`src/sdspi_pkg.sv`:
```
// ----------------------------------------------------------------------------
// sdspi_pkg
// shared types, codes and the crc7 byte step for the sd spi command engine
// ----------------------------------------------------------------------------
package sdspi_pkg;

  // input opcodes
  localparam logic OP_START   = 1'b0;
  localparam logic OP_RECEIVE = 1'b1;

  // response kinds
  localparam logic [2:0] RK_NONE    = 3'd0;
  localparam logic [2:0] RK_R1      = 3'd1;
  localparam logic [2:0] RK_R1_BUSY = 3'd2;
  localparam logic [2:0] RK_R3      = 3'd3;
  localparam logic [2:0] RK_R7      = 3'd4;
  localparam logic [2:0] RK_R2      = 3'd5;

  localparam logic [5:0] CMD_STOP      = 6'd12;
  localparam logic [1:0] CMD_START_BITS = 2'b01;
  localparam logic [7:0] BYTE_IDLE     = 8'hFF;
  localparam logic [7:0] FLAG_IDLE     = 8'h01;
  localparam logic [7:0] FLAG_ILLEGAL  = 8'h04;
  localparam logic [7:0] FLAG_MISC     = 8'h80;
  localparam logic [6:0] POLL_LAST     = 7'd127;
  localparam logic [1:0] PAYLOAD_LAST  = 2'd3;
  localparam logic [2:0] BEAT_CRC      = 3'd5;
  localparam logic [2:0] BEAT_FILLER   = 3'd6;
  localparam logic [6:0] CRC_POLY      = 7'h09;

  typedef enum logic [1:0] {
    KIND_TX   = 2'd0,
    KIND_RESP = 2'd1,
    KIND_DONE = 2'd2
  } kind_e;

  typedef enum logic [1:0] {
    ST_OK       = 2'd0,
    ST_TIMEOUT  = 2'd1,
    ST_ILLEGAL  = 2'd2,
    ST_INTERNAL = 2'd3
  } status_e;

  typedef enum logic [1:0] {
    PH_IDLE    = 2'd0,
    PH_POLL    = 2'd1,
    PH_PAYLOAD = 2'd2,
    PH_R2      = 2'd3
  } phase_e;

  // one classified job handed from front to back
  typedef struct packed {
    logic        is_cmd;
    logic [39:0] cmd_bytes;
    logic        crc_en;
    logic        filler;
    logic        resp_en;
    logic [7:0]  resp_byte;
    logic        done_en;
    status_e     status;
    logic        keep;
  } job_t;

  // one byte through the crc7 shift register, msb first
  function automatic logic [6:0] crc7_byte(input logic [7:0] data, input logic [6:0] crc);
    logic [7:0] c;
    logic [7:0] d;
    c = {1'b0, crc};
    d = data;
    for (int k = 0; k < 8; k++) begin
      c = {c[6:0], 1'b0};
      if (d[7] ^ c[7]) begin
        c = c ^ {1'b0, CRC_POLY};
      end
      d = {d[6:0], 1'b0};
    end
    return c[6:0];
  endfunction

endpackage

```
`src/sdspi_fifo.sv`:
```
// ----------------------------------------------------------------------------
// sdspi_fifo
// small show-ahead job queue between the front and back parts
// ----------------------------------------------------------------------------
module sdspi_fifo #(
  parameter int Depth = 2,
  parameter int Width = 8
) (
  input  logic             clk_i,
  input  logic             rst_ni,
  input  logic             push_i,
  input  logic [Width-1:0] data_i,
  output logic             full_o,
  input  logic             pop_i,
  output logic             valid_o,
  output logic [Width-1:0] data_o
);

  localparam int PtrW = (Depth > 1) ? $clog2(Depth) : 1;
  localparam int CntW = $clog2(Depth + 1);

  logic [Width-1:0] mem_q [Depth];
  logic [PtrW-1:0]  wr_ptr_q, rd_ptr_q;
  logic [CntW-1:0]  count_q;
  logic             do_push, do_pop;

  assign full_o  = (count_q == CntW'(Depth));
  assign valid_o = (count_q != '0);
  assign data_o  = mem_q[rd_ptr_q];
  assign do_push = push_i && !full_o;
  assign do_pop  = pop_i && valid_o;

  always_ff @(posedge clk_i) begin
    if (do_push) begin
      mem_q[wr_ptr_q] <= data_i;
    end
  end

  always_ff @(posedge clk_i or negedge rst_ni) begin
    if (!rst_ni) begin
      wr_ptr_q <= '0;
      rd_ptr_q <= '0;
      count_q  <= '0;
    end else begin
      if (do_push) begin
        wr_ptr_q <= (wr_ptr_q == PtrW'(Depth - 1)) ? '0 : wr_ptr_q + 1'b1;
      end
      if (do_pop) begin
        rd_ptr_q <= (rd_ptr_q == PtrW'(Depth - 1)) ? '0 : rd_ptr_q + 1'b1;
      end
      if (do_push && !do_pop) begin
        count_q <= count_q + 1'b1;
      end else if (do_pop && !do_push) begin
        count_q <= count_q - 1'b1;
      end
    end
  end

endmodule

```
`src/sdspi_front.sv`:
```
// ----------------------------------------------------------------------------
// sdspi_front
// accepts input beats, tracks the command phase and classifies each beat
// into a job for the back part
// ----------------------------------------------------------------------------
module sdspi_front
  import sdspi_pkg::*;
(
  input  logic        clk_i,
  input  logic        rst_ni,
  input  logic        in_valid_i,
  output logic        in_ready_o,
  input  logic        opcode_i,
  input  logic [5:0]  command_index_i,
  input  logic [31:0] argument_i,
  input  logic        crc_needed_i,
  input  logic [2:0]  response_kind_i,
  input  logic        data_follows_i,
  input  logic [7:0]  received_byte_i,
  input  logic        queue_full_i,
  output logic        push_o,
  output job_t        job_o
);

  phase_e     phase_q, phase_d;
  logic [6:0] poll_q, poll_d;
  logic [2:0] kind_q, kind_d;
  logic       df_q, df_d;
  logic [1:0] pay_q, pay_d;
  logic [7:0] first_q, first_d;
  logic       accept;
  logic [7:0] r2_byte;

  assign in_ready_o = !queue_full_i;
  assign accept     = in_valid_i && in_ready_o;
  assign r2_byte    = first_q | ((received_byte_i != '0) ? FLAG_MISC : '0);

  always_ff @(posedge clk_i or negedge rst_ni) begin
    if (!rst_ni) begin
      phase_q <= PH_IDLE;
      poll_q  <= '0;
      kind_q  <= '0;
      df_q    <= 1'b0;
      pay_q   <= '0;
      first_q <= '0;
    end else begin
      phase_q <= phase_d;
      poll_q  <= poll_d;
      kind_q  <= kind_d;
      df_q    <= df_d;
      pay_q   <= pay_d;
      first_q <= first_d;
    end
  end

  always_comb begin
    phase_d = phase_q;
    poll_d  = poll_q;
    kind_d  = kind_q;
    df_d    = df_q;
    pay_d   = pay_q;
    first_d = first_q;
    job_o   = '0;
    push_o  = 1'b0;
    if (accept) begin
      if (opcode_i == OP_START) begin
        job_o.is_cmd    = 1'b1;
        job_o.cmd_bytes = {CMD_START_BITS, command_index_i, argument_i};
        job_o.crc_en    = crc_needed_i;
        job_o.filler    = (command_index_i == CMD_STOP);
        push_o  = 1'b1;
        kind_d  = response_kind_i;
        df_d    = data_follows_i;
        poll_d  = '0;
        pay_d   = '0;
        first_d = '0;
        phase_d = PH_POLL;
      end else begin
        case (phase_q)
          PH_POLL: begin
            if (received_byte_i == BYTE_IDLE) begin
              if (poll_q == POLL_LAST) begin
                poll_d        = '0;
                job_o.done_en = 1'b1;
                job_o.status  = ST_TIMEOUT;
                push_o        = 1'b1;
                phase_d       = PH_IDLE;
              end else begin
                poll_d = poll_q + 1'b1;
              end
            end else begin
              case (kind_q)
                RK_NONE: begin
                  job_o.done_en = 1'b1;
                  push_o        = 1'b1;
                  phase_d       = PH_IDLE;
                end
                RK_R1, RK_R1_BUSY: begin
                  job_o.resp_en   = 1'b1;
                  job_o.resp_byte = received_byte_i;
                  job_o.done_en   = 1'b1;
                  push_o          = 1'b1;
                  phase_d         = PH_IDLE;
                end
                RK_R3, RK_R7: begin
                  if ((received_byte_i & FLAG_ILLEGAL) != '0) begin
                    job_o.done_en = 1'b1;
                    job_o.status  = ST_ILLEGAL;
                    push_o        = 1'b1;
                    phase_d       = PH_IDLE;
                  end else if ((received_byte_i & ~FLAG_IDLE) != '0) begin
                    job_o.done_en = 1'b1;
                    job_o.status  = ST_INTERNAL;
                    push_o        = 1'b1;
                    phase_d       = PH_IDLE;
                  end else begin
                    pay_d   = '0;
                    phase_d = PH_PAYLOAD;
                  end
                end
                RK_R2: begin
                  first_d = received_byte_i;
                  phase_d = PH_R2;
                end
                default: begin
                  job_o.done_en = 1'b1;
                  job_o.status  = ST_INTERNAL;
                  push_o        = 1'b1;
                  phase_d       = PH_IDLE;
                end
              endcase
            end
          end
          PH_PAYLOAD: begin
            job_o.resp_en   = 1'b1;
            job_o.resp_byte = received_byte_i;
            push_o          = 1'b1;
            pay_d           = pay_q + 1'b1;
            if (pay_q == PAYLOAD_LAST) begin
              job_o.done_en = 1'b1;
              phase_d       = PH_IDLE;
            end
          end
          PH_R2: begin
            job_o.resp_en   = 1'b1;
            job_o.resp_byte = r2_byte;
            job_o.done_en   = 1'b1;
            job_o.status    = ((r2_byte & ~FLAG_IDLE) != '0) ? ST_INTERNAL : ST_OK;
            push_o          = 1'b1;
            phase_d         = PH_IDLE;
          end
          default: begin
            // receive while idle is dropped
          end
        endcase
      end
    end
    job_o.keep = job_o.done_en && (job_o.status == ST_OK) && df_q;
  end

endmodule

```
`src/sdspi_back.sv`:
```
// ----------------------------------------------------------------------------
// sdspi_back
// expands queued jobs into result beats, one per cycle while not stalled, with crc7
// built byte by byte while the command goes out
// ----------------------------------------------------------------------------
module sdspi_back
  import sdspi_pkg::*;
(
  input  logic       clk_i,
  input  logic       rst_ni,
  input  logic       job_valid_i,
  input  job_t       job_i,
  output logic       pop_o,
  output logic       out_valid_o,
  input  logic       out_ready_i,
  output logic [1:0] item_kind_o,
  output logic [7:0] byte_value_o,
  output logic [1:0] status_o,
  output logic       keep_selected_o,
  output logic       last_o
);

  job_t       job_q;
  logic       busy_q;
  logic [2:0] idx_q;
  logic [6:0] crc_q;
  logic       out_valid_q;
  kind_e      kind_q;
  logic [7:0] byte_q;
  status_e    status_q;
  logic       keep_q, last_q;

  logic       adv, issue;
  kind_e      beat_kind;
  logic [7:0] beat_byte;
  status_e    beat_status;
  logic       beat_keep, beat_last;
  logic [7:0] cmd_byte;

  assign adv   = !out_valid_q || out_ready_i;
  assign issue = busy_q && adv;
  assign pop_o = job_valid_i && (!busy_q || (issue && beat_last));

  always_comb begin
    case (idx_q)
      3'd0:    cmd_byte = job_q.cmd_bytes[39:32];
      3'd1:    cmd_byte = job_q.cmd_bytes[31:24];
      3'd2:    cmd_byte = job_q.cmd_bytes[23:16];
      3'd3:    cmd_byte = job_q.cmd_bytes[15:8];
      3'd4:    cmd_byte = job_q.cmd_bytes[7:0];
      BEAT_CRC: cmd_byte = {crc_q, 1'b1};
      default: cmd_byte = BYTE_IDLE;
    endcase
  end

  always_comb begin
    beat_kind   = KIND_TX;
    beat_byte   = cmd_byte;
    beat_status = ST_OK;
    beat_keep   = 1'b0;
    beat_last   = 1'b0;
    if (job_q.is_cmd) begin
      beat_last = ((idx_q == BEAT_CRC) && !job_q.filler) || (idx_q == BEAT_FILLER);
    end else if ((idx_q == '0) && job_q.resp_en) begin
      beat_kind = KIND_RESP;
      beat_byte = job_q.resp_byte;
      beat_last = !job_q.done_en;
    end else begin
      beat_kind   = KIND_DONE;
      beat_byte   = '0;
      beat_status = job_q.status;
      beat_keep   = job_q.keep;
      beat_last   = 1'b1;
    end
  end

  always_ff @(posedge clk_i or negedge rst_ni) begin
    if (!rst_ni) begin
      busy_q      <= 1'b0;
      idx_q       <= '0;
      crc_q       <= '0;
      out_valid_q <= 1'b0;
    end else begin
      if (adv) begin
        out_valid_q <= busy_q;
      end
      if (pop_o) begin
        busy_q <= 1'b1;
        idx_q  <= '0;
        crc_q  <= '0;
      end else if (issue) begin
        idx_q <= idx_q + 1'b1;
        if (beat_last) begin
          busy_q <= 1'b0;
        end
        if (job_q.is_cmd && job_q.crc_en && (idx_q < BEAT_CRC)) begin
          crc_q <= crc7_byte(cmd_byte, crc_q);
        end
      end
    end
  end

  always_ff @(posedge clk_i) begin
    if (pop_o) begin
      job_q <= job_i;
    end
    if (issue) begin
      kind_q   <= beat_kind;
      byte_q   <= beat_byte;
      status_q <= beat_status;
      keep_q   <= beat_keep;
      last_q   <= beat_last;
    end
  end

  assign out_valid_o     = out_valid_q;
  assign item_kind_o     = kind_q;
  assign byte_value_o    = byte_q;
  assign status_o        = status_q;
  assign keep_selected_o = keep_q;
  assign last_o          = last_q;

endmodule

```
`src/sd_spi_command_engine.sv`:
```
// ----------------------------------------------------------------------------
// sd_spi_command_engine
// host side of the sd card spi-mode command phase: command framing with
// crc7, response polling, response checks and completion status
// ----------------------------------------------------------------------------
//
//  channel | direction | handshake                | payload
//  --------+-----------+--------------------------+--------------------------------
//  in      | input     | in_valid_i / in_ready_o  | opcode, command, argument, byte
//  out     | output    | out_valid_o / out_ready_i| kind, byte, status, keep, last
//
// - the front takes one input beat per cycle while the job queue has room
// - the back sends one result beat per cycle while the output is not stalled;
//   a start beat makes six or seven transmit beats, a receive beat zero to two
// - the first result of an input beat passes the job queue and the output register
// - crc7 is folded in one byte per result beat as the command goes out
// - reset clears the phase, queue and output valid; no clearing pass
// - a stalled output holds its beat in the output register
//
module sd_spi_command_engine
  import sdspi_pkg::*;
#(
  parameter int QueueDepth = 2
) (
  input  logic        clk_i,
  input  logic        rst_ni,
  input  logic        in_valid_i,
  output logic        in_ready_o,
  input  logic        opcode_i,
  input  logic [5:0]  command_index_i,
  input  logic [31:0] argument_i,
  input  logic        crc_needed_i,
  input  logic [2:0]  response_kind_i,
  input  logic        data_follows_i,
  input  logic [7:0]  received_byte_i,
  output logic        out_valid_o,
  input  logic        out_ready_i,
  output logic [1:0]  item_kind_o,
  output logic [7:0]  byte_value_o,
  output logic [1:0]  status_o,
  output logic        keep_selected_o,
  output logic        last_o
);

  // job handoff between classification and beat generation
  job_t                 front_job;
  logic                 front_push;
  logic                 queue_full;
  logic                 queue_valid;
  logic                 queue_pop;
  logic [$bits(job_t)-1:0] queue_data;

  // front: phase tracking, poll count, response checks
  sdspi_front u_front (
    .clk_i,
    .rst_ni,
    .in_valid_i,
    .in_ready_o,
    .opcode_i,
    .command_index_i,
    .argument_i,
    .crc_needed_i,
    .response_kind_i,
    .data_follows_i,
    .received_byte_i,
    .queue_full_i (queue_full),
    .push_o       (front_push),
    .job_o        (front_job)
  );

  // short queue so front and back stall independently
  sdspi_fifo #(
    .Depth (QueueDepth),
    .Width ($bits(job_t))
  ) u_queue (
    .clk_i,
    .rst_ni,
    .push_i  (front_push),
    .data_i  (front_job),
    .full_o  (queue_full),
    .pop_i   (queue_pop),
    .valid_o (queue_valid),
    .data_o  (queue_data)
  );

  // back: beat sequencing, crc7, output register
  sdspi_back u_back (
    .clk_i,
    .rst_ni,
    .job_valid_i (queue_valid),
    .job_i       (job_t'(queue_data)),
    .pop_o       (queue_pop),
    .out_valid_o,
    .out_ready_i,
    .item_kind_o,
    .byte_value_o,
    .status_o,
    .keep_selected_o,
    .last_o
  );

endmodule

```
`config.mk`:
```
export PLATFORM = sky130hd
export DESIGN_NAME = sd_spi_command_engine
export DESIGN_NICKNAME = d
export VERILOG_FILES = /design/src/sdspi_pkg.sv /design/src/sdspi_fifo.sv /design/src/sdspi_front.sv /design/src/sdspi_back.sv /design/src/sd_spi_command_engine.sv
export SDC_FILE = /design/constraint.sdc
export NUM_CORES = 1
export LEC_CHECK = 0
export BUFFER_PORTS_ARGS = -buffer_cell sky130_fd_sc_hd__buf_2
export CORE_MARGIN = 3
export CORE_UTILIZATION = 60
export CTS_BUF_LIST = sky130_fd_sc_hd__clkbuf_16
export CTS_CLUSTER_SIZE = 8
export DETAILED_ROUTE_END_ITERATION = 8
export GPL_ROUTABILITY_DRIVEN = 0
export PLACE_DENSITY_LB_ADDON = 0.15
export SYNTH_ARGS = -nofsm -noshare
export SYNTH_HDL_FRONTEND = slang
export SYNTH_HIERARCHICAL = 1
export SYNTH_SLANG_ARGS = --single-unit
```
`constraint.sdc`:
```
create_clock -name clk_i -period 5.9 [get_ports clk_i]
set_clock_uncertainty 0.05 [all_clocks]
set_input_delay 1.18 -clock clk_i [delete_from_list [all_inputs] [get_ports clk_i]]
set_output_delay 1.18 -clock clk_i [all_outputs]
set_load 0.02 [all_outputs]
```
# Word-level counts from Yosys, hierarchy flattened
# Memories as Yosys holds them, arrays and structs flattened. A register that Yosys moved wholly into a read port is not among the register bits.
# Cells that the tools add are included.
[totals]
inputBits = 56
word_cells = 218
n_memories = 1
ramBits = 112
output_inout_bits = 16
regBits = 53
[classes]
n_lt_le_gt_ge = 1
n_mux = 95
n_bitwise = 18
reduce_logical = 47
n_eq_ne = 31
add_sub_neg = 7
[memory_table]
columns = ["name", "words", "word_bits", "rd", "rd_ports_with_merged_regs", "wr", "line", "rtl"]
rows = [
  ["u_queue.mem_q", 2, 56, 1, 1, 1, "sdspi_fifo.sv:22", "logic [Width-1:0] mem_q [Depth];"],
]
[ops]
columns = ["operator", "count"]
rows = [
  ["$mux 7", 28],
  ["$mux 8", 7],
  ["$mux 55", 1],
  ["$pmux 8 s6", 1],
  ["$mux 43", 1],
  ["$mux 4", 8],
  ["$mux 2", 15],
  ["$pmux 10 s3", 1],
  ["$reduce_bool 8->1", 3],
  ["$mux 3", 6],
  ["$mux 9", 2],
  ["$mux 1", 16],
  ["$not 2->2", 8],
  ["$pmux 2 s2", 4],
  ["$eq 3x3->1 const B", 5],
  ["$logic_and 1x1->1", 14],
  ["$eq 3x2->1 const B", 4],
  ["$mux 12", 1],
  ["$ne 3x3->1 const B", 4],
  ["$reduce_bool 2->1", 5],
  ["$eq 2x2->1 const B", 4],
  ["$eq 8x8->1 const B", 1],
  ["$or 8x8->8", 1],
  ["$reduce_and 4->1", 2],
  ["other kinds (29)", 57],
]

# Longest topological paths before layout
[depth]
depth_word = 43
mapped_depth = 14
ltp_nobuf = 12

# Cells and area by module
# The synthesis kept the hierarchy.
[by_module_without_submodules]
columns = ["module", "instances", "area_per_inst_um2", "cells_each", "seq_area_each_um2"]
rows = [
  ["sdspi_fifo", 1, 4359.2, 193, 3463.3],
  ["sdspi_back", 1, 3535.9, 234, 2402.3],
  ["sdspi_front", 1, 1974.4, 244, 575.6],
]

# Worst setup path before layout
# Ideal clock, no wire load.
[synth_path]
kind = "input -> register"
startpoint = "in received_byte_i[6]"
endpoint = "mem u_queue/mem_q[0][0] (netlist name) (enable)"
t_arrival_ns = 4.543
cell_stages = 7
setup_ns = 0.470
path_slack_ns = 0.837
t_required_ns = 5.380
cell_sequence = "and4_2 -> nand2_1 -> o2111ai_1 -> a31o_2 -> a21oi_1 -> nand2_1 -> nor2_1"
[synth_via]
elab_chain_len = 11
elab_cells_between_ends = 12
[synth_lines]
columns = ["element", "line", "rtl"]
rows = [
  ["start: declaration", "sd_spi_command_engine.sv:35", "input logic [7:0] received_byte_i,"],
  ["$reduce_bool 8->1", "sdspi_front.sv:111", "end else if ((received_byte_i & ~FLAG_IDLE) != '0) begin"],
  ["$mux 1", "sdspi_front.sv:111", ""],
  ["$mux 1", "sdspi_front.sv:106", "if ((received_byte_i & FLAG_ILLEGAL) != '0) begin"],
  ["$pmux 1 s2", "sdspi_front.sv:92", "case (kind_q)"],
  ["$mux 1 (*)", "sdspi_front.sv:81", "if (received_byte_i == BYTE_IDLE) begin"],
  ["$pmux 1 s2 (*)", "sdspi_front.sv:79", "case (phase_q)"],
  ["$mux 1 (*)", "sdspi_front.sv:66", "if (opcode_i == OP_START) begin"],
  ["$mux 1 (*)", "sdspi_front.sv:65", "if (accept) begin"],
  ["named net front_push", "sd_spi_command_engine.sv:47", "logic front_push;"],
  ["$logic_and 1x1->1 (*)", "sdspi_fifo.sv:30", "assign do_push = push_i && !full_o;"],
  ["$mux 1 (*)", "sdspi_fifo.sv:34", "if (do_push) begin"],
  ["$mux 1 (implied by the code) (*)", "sdspi_fifo.sv:35", "mem_q[wr_ptr_q] <= data_i;"],
  ["end: declaration", "sdspi_fifo.sv:22", ""],
]
# Mark *: on every way through the listed nets, which the timed path passes. The rest lies on a longest branch.

# Worst setup path in the final report
[layout_path]
startpoint = "reg u_back.idx_q[1]"
endpoint = "reg u_back.crc_q[3]"
[layout_via]
elab_cells_between_ends = 59
[layout_lines]
columns = ["element", "line", "rtl"]
rows = [
  ["start: declaration", "sdspi_back.sv:25", "logic [2:0] idx_q;"],
  ["start signal: assignment", "sdspi_back.sv:92", "idx_q <= idx_q + 1'b1;"],
  ["$logic_not 3->1 / $eq 3x3->1 (equally long branches)", "sdspi_back.sv:64, sdspi_back.sv:63", ""],
  ["$logic_and 1x1->1 (on tied branches)", "sdspi_back.sv:64, sdspi_back.sv:63", ""],
  ["$mux 1 / $logic_or 1x1->1 (equally long branches)", "sdspi_back.sv:64, sdspi_back.sv:63", ""],
  ["$mux 1 (*)", "sdspi_back.sv:62", "if (job_q.is_cmd) begin"],
  ["$logic_and 1x1->1 (*)", "sdspi_back.sv:42", "assign pop_o = job_valid_i && (!busy_q || (issue && beat_last));"],
  ["$logic_or 1x1->1 (*)", "sdspi_back.sv:42", ""],
  ["$logic_and 1x1->1 (*)", "sdspi_back.sv:42", ""],
  ["named net queue_pop", "sd_spi_command_engine.sv:50", "logic queue_pop;"],
  ["$reduce_bool 2->1 (no source line)", "n/a", ""],
  ["$reduce_and 2->1 (no source line)", "n/a", ""],
  ["end signal: assignment", "sdspi_back.sv:97", "crc_q <= crc7_byte(cmd_byte, crc_q);"],
  ["end: declaration", "sdspi_back.sv:26", "logic [6:0] crc_q;"],
]
# Mark *: on every way through the listed nets, which the timed path passes. The rest lies on a longest branch. The select of a mux whose other input is x is not followed.
# A chain may end at the register's enable or synchronous reset.

==> metrics.md <==
| Metric | Value |
|---|---|
| Post-cts sizing count | `0` |
| DP Cell Count | `between 900 and 1,000` |
| Cells after synthesis | `about 670` |
| Fin util | `between 70% and 80%` |
| Worst skew pair latency | `approximately 0.53 ns` |
| Share of post-route cells with drive strength above 1 | `a little over a quarter` |
| Final setup fails | `0` |
| Residual DRC | `0` |
| Period utilization | `between 60% and 70%` |
| Commonest non-fill, non-tap cell in the layout | `edfxtp_1` |
| Most frequent cells in the layout | `edfxtp_1 (182), buf_2 (71), inv_1 (49), and2_1 (44), nand2_1 (40)` |
| Sink Count | `around 220` |
| Port bufs | `71` |
| Syn_nets | `~740` |
| Yosys Warn Count | `6` |
| Post-synth EDFFs | `~180` |
| Die W | `around 130 µm` |
| Die ar. | `0.0180 mm²` |
| CTS Buf Count | `31` |
| Antenna violations before repair | `0` |
| Average cell area after synthesis | `about 15 µm²` |
| Detailed Route WL | `~19,000 µm` |
| Fmax achieved | `between 200 and 300 MHz` |
| Area of the mapped netlist | `0.00987 mm²` |
| Clock root buffer | `clkbuf_16` |
| Starting density of the core | `slightly above 60%` |
| Register area share after synthesis | `between 60% and 70%` |
| Worst path cell trace | `inv_1, ha_1, nor2b_1, and3_1, a221oi_1, o21a_2, buf_4, nor2b_1, a22o_1` |
| CP max stage delay | `roughly 0.59 ns` |
| Largest delay share family, worst path | `compound AO/OA/AOI/OAI gates` |
| Syn-to-layout area delta | `14.2%` |
| # rows | `46` |
| Routed Antenna Nets | `0` |
| Final hold vios | `0` |
| Ports | `72` |
| Hold Path Class | `register to register` |
| Drt via density | `between 5 and 6` |
| CP max stage cell | `buf_4` |
| Placed Area | `between 0.01 and 0.015 mm²` |
| Final Max Slew Viols | `0` |
| CP most frequent cell | `nor2b_1` |
| Hold WS | `between 0.4 and 0.5 ns` |
| Buffers & Inverters on Critical Path | `2` |
| Critical Path AT | `roughly 4.0 ns` |
| All-Layer GR Usage | `a little over a fifth` |
| Synth Flop Type | `edfxtp_1` |
| Hold Buf Count CTS | `0` |
| Final-layout fill cell count | `between 1,000 and 1,500` |
| Drt wl/cell | `19.2 µm` |
| Multi-input gate area | `between 0.003 and 0.004 mm²` |
| Drt first-iter violations | `617` |
| Seq cells post-synth | `between 200 and 250` |
| Final Instance Count excl. Fillers | `994` |
| Outcome | `finished, final reports clean` |
| Worst setup SP type | `register` |
| Clock H-tree levels | `1` |
| Final Critical Period | `3.61 ns` |
| Post-DP HPWL | `roughly 13,000 µm` |
| Vias in the first global route | `between 5,000 and 6,000` |
| Core area | `roughly 0.016 mm²` |
| CP Class | `register to register` |
| Ys async rst share | `between 15 and 20%` |
| Sum of negative setup slack | `0 ns` |
| Unrepaired setup endpoints after global routing | `no` |
| Ant. Diodes | `0` |
| Post CTS Setup Buffer Count | `0` |
| Netlist cell types | `76` |
| Pwr dens | `543 mW/mm²` |
| Worst vdd ir | `367 µV` |
| Worst Max-Slew Pin Slew | `between 0.9 and 1 ns` |
| Layout net count | `between 800 and 900` |
| First-pass GRT wire length | `approximately 30,000 µm` |
| Relative slew slack | `38.0%` |
| Register area | `around 0.0064 mm²` |
| Via count | `5,781` |
| CP Data Required Time | `around 6.3 ns` |
| CTS tree | `done` |
| Static Leakage | `around 4.4 nW` |
| Max clock buf depth | `3` |
| Max Cap Viol | `0` |
| Final instance area | `approximately 0.011 mm²` |
| Die height | `approximately 130 µm` |
| Pre-antenna DRT Iters | `5` |
| Worst-path clk slew | `approximately 0.05 ns` |
| Critical path capture point type | `register` |
| CP Max Fanout | `60` |
| Largest net degree at the start of global routing | `61` |
| Grt ovf | `0` |
[registers in the layout (all words and copies together) (netlist names), 3 cells and up]
register / count
u_queue/mem_q: 112
u_back/job_q: 56
u_back/byte_value_o: 8
u_front/first_q: 8
u_back/crc_q: 7
u_front/poll_q: 7
u_back/idx_q: 3
u_front/kind_q: 3
[area by class of cell]
| class | count | area share, % |
|---|---|---|
| sequential | 221 | 57.1 |
| multi-input combinational | 396 | 28.2 |
| clock buffer | 31 | 6.88 |
| timing repair buffer | 79 | 3.68 |
| tap | 216 | 2.40 |
| clock inverter | 27 | 0.943 |
| inverter | 24 | 0.799 |
[cell families (layout without fill, tap and decap cells)]
family	after synthesis	after routing	share of synthesized area (%)
flip-flops	221	221	65.3
AND/OR/NAND/NOR	173	173	9.80
AO/OA/AOI/OAI	115	115	8.66
multiplexers	80	80	10.3
buffers and inverters	54	161	2.67
XOR/XNOR	15	15	1.76
adder cells (fa/ha/maj)	12	12	1.52
other	1	1	0.0380
[per-stage QoR]
stage | power [mW] | setup WS (ns)
6_report | 6.13 | 2.29
2_1_floorplan | 4.10 | 0.837
3_5_place_dp | 4.61 | 1.87
5_1_grt | 6.45 | 2.04
4_1_cts | 6.16 | 2.34
3_3_place_gp | 4.54 | 1.98
[report_power, final]
group / switching, mW / internal, mW / total (mW)
Sequential: 0.249 / 2.31 / 2.56
Clock: 0.596 / 0.933 / 1.53
Combinational: 1.14 / 0.894 / 2.04
Total: 1.99 / 4.14 / 6.13
[cell usage after synthesis, types with 5 or more instances]
library cell	n	area share, %
nor2b_1	9	0.57
buf_2	7	0.35
dfrtp_1	39	9.9
mux2_2	36	4.1
mux2i_1	11	1.1
inv_1	24	0.91
buf_6	5	0.57
a21o_1	7	0.53
nand3_1	11	0.56
nor2_1	25	0.95
a22o_1	11	0.98
nand4_1	9	0.57
edfxtp_1	182	55
xnor2_1	6	0.53
nand2_1	40	1.5
a21oi_1	21	1.1
clkbuf_1	13	0.49
o21ai_0	18	0.91
ha_1	12	1.5
a22oi_1	8	0.61
mux2_4	31	4.7
and2_1	44	2.8
o31ai_1	6	0.46
xor2_1	6	0.53
[final timing paths]
| check | from | end | slack [ns] | cells past startpoint |
|---|---|---|---|---|
| max | u_back/idx_q[1] | u_back/crc_q[3] | 2.29 | 9 |
| min | u_back/busy_q | u_back/out_valid_o | 0.43 | 1 |
| max reg2reg | u_back/idx_q[1] | u_back/crc_q[3] | 2.29 | 9 |
| min reg2reg | u_back/busy_q | u_back/out_valid_o | 0.43 | 1 |
| max in group asynchronous | rst_ni | u_queue/rd_ptr_q | 4.44 | 1 |
| min in group asynchronous | rst_ni | u_back/crc_q[0] | 0.73 | 1 |
[metal layers]
| layer | part of all wire (%) | track usage, % |
|---|---|---|
| met1 | 43 | 31.0 |
| met2 | 46 | 33.0 |
| met3 | 8.7 | 4.61 |
| met4 | 1.9 | 6.39 |
| met5 | 0 | 0 |
Power figures use the tool's default switching activity.
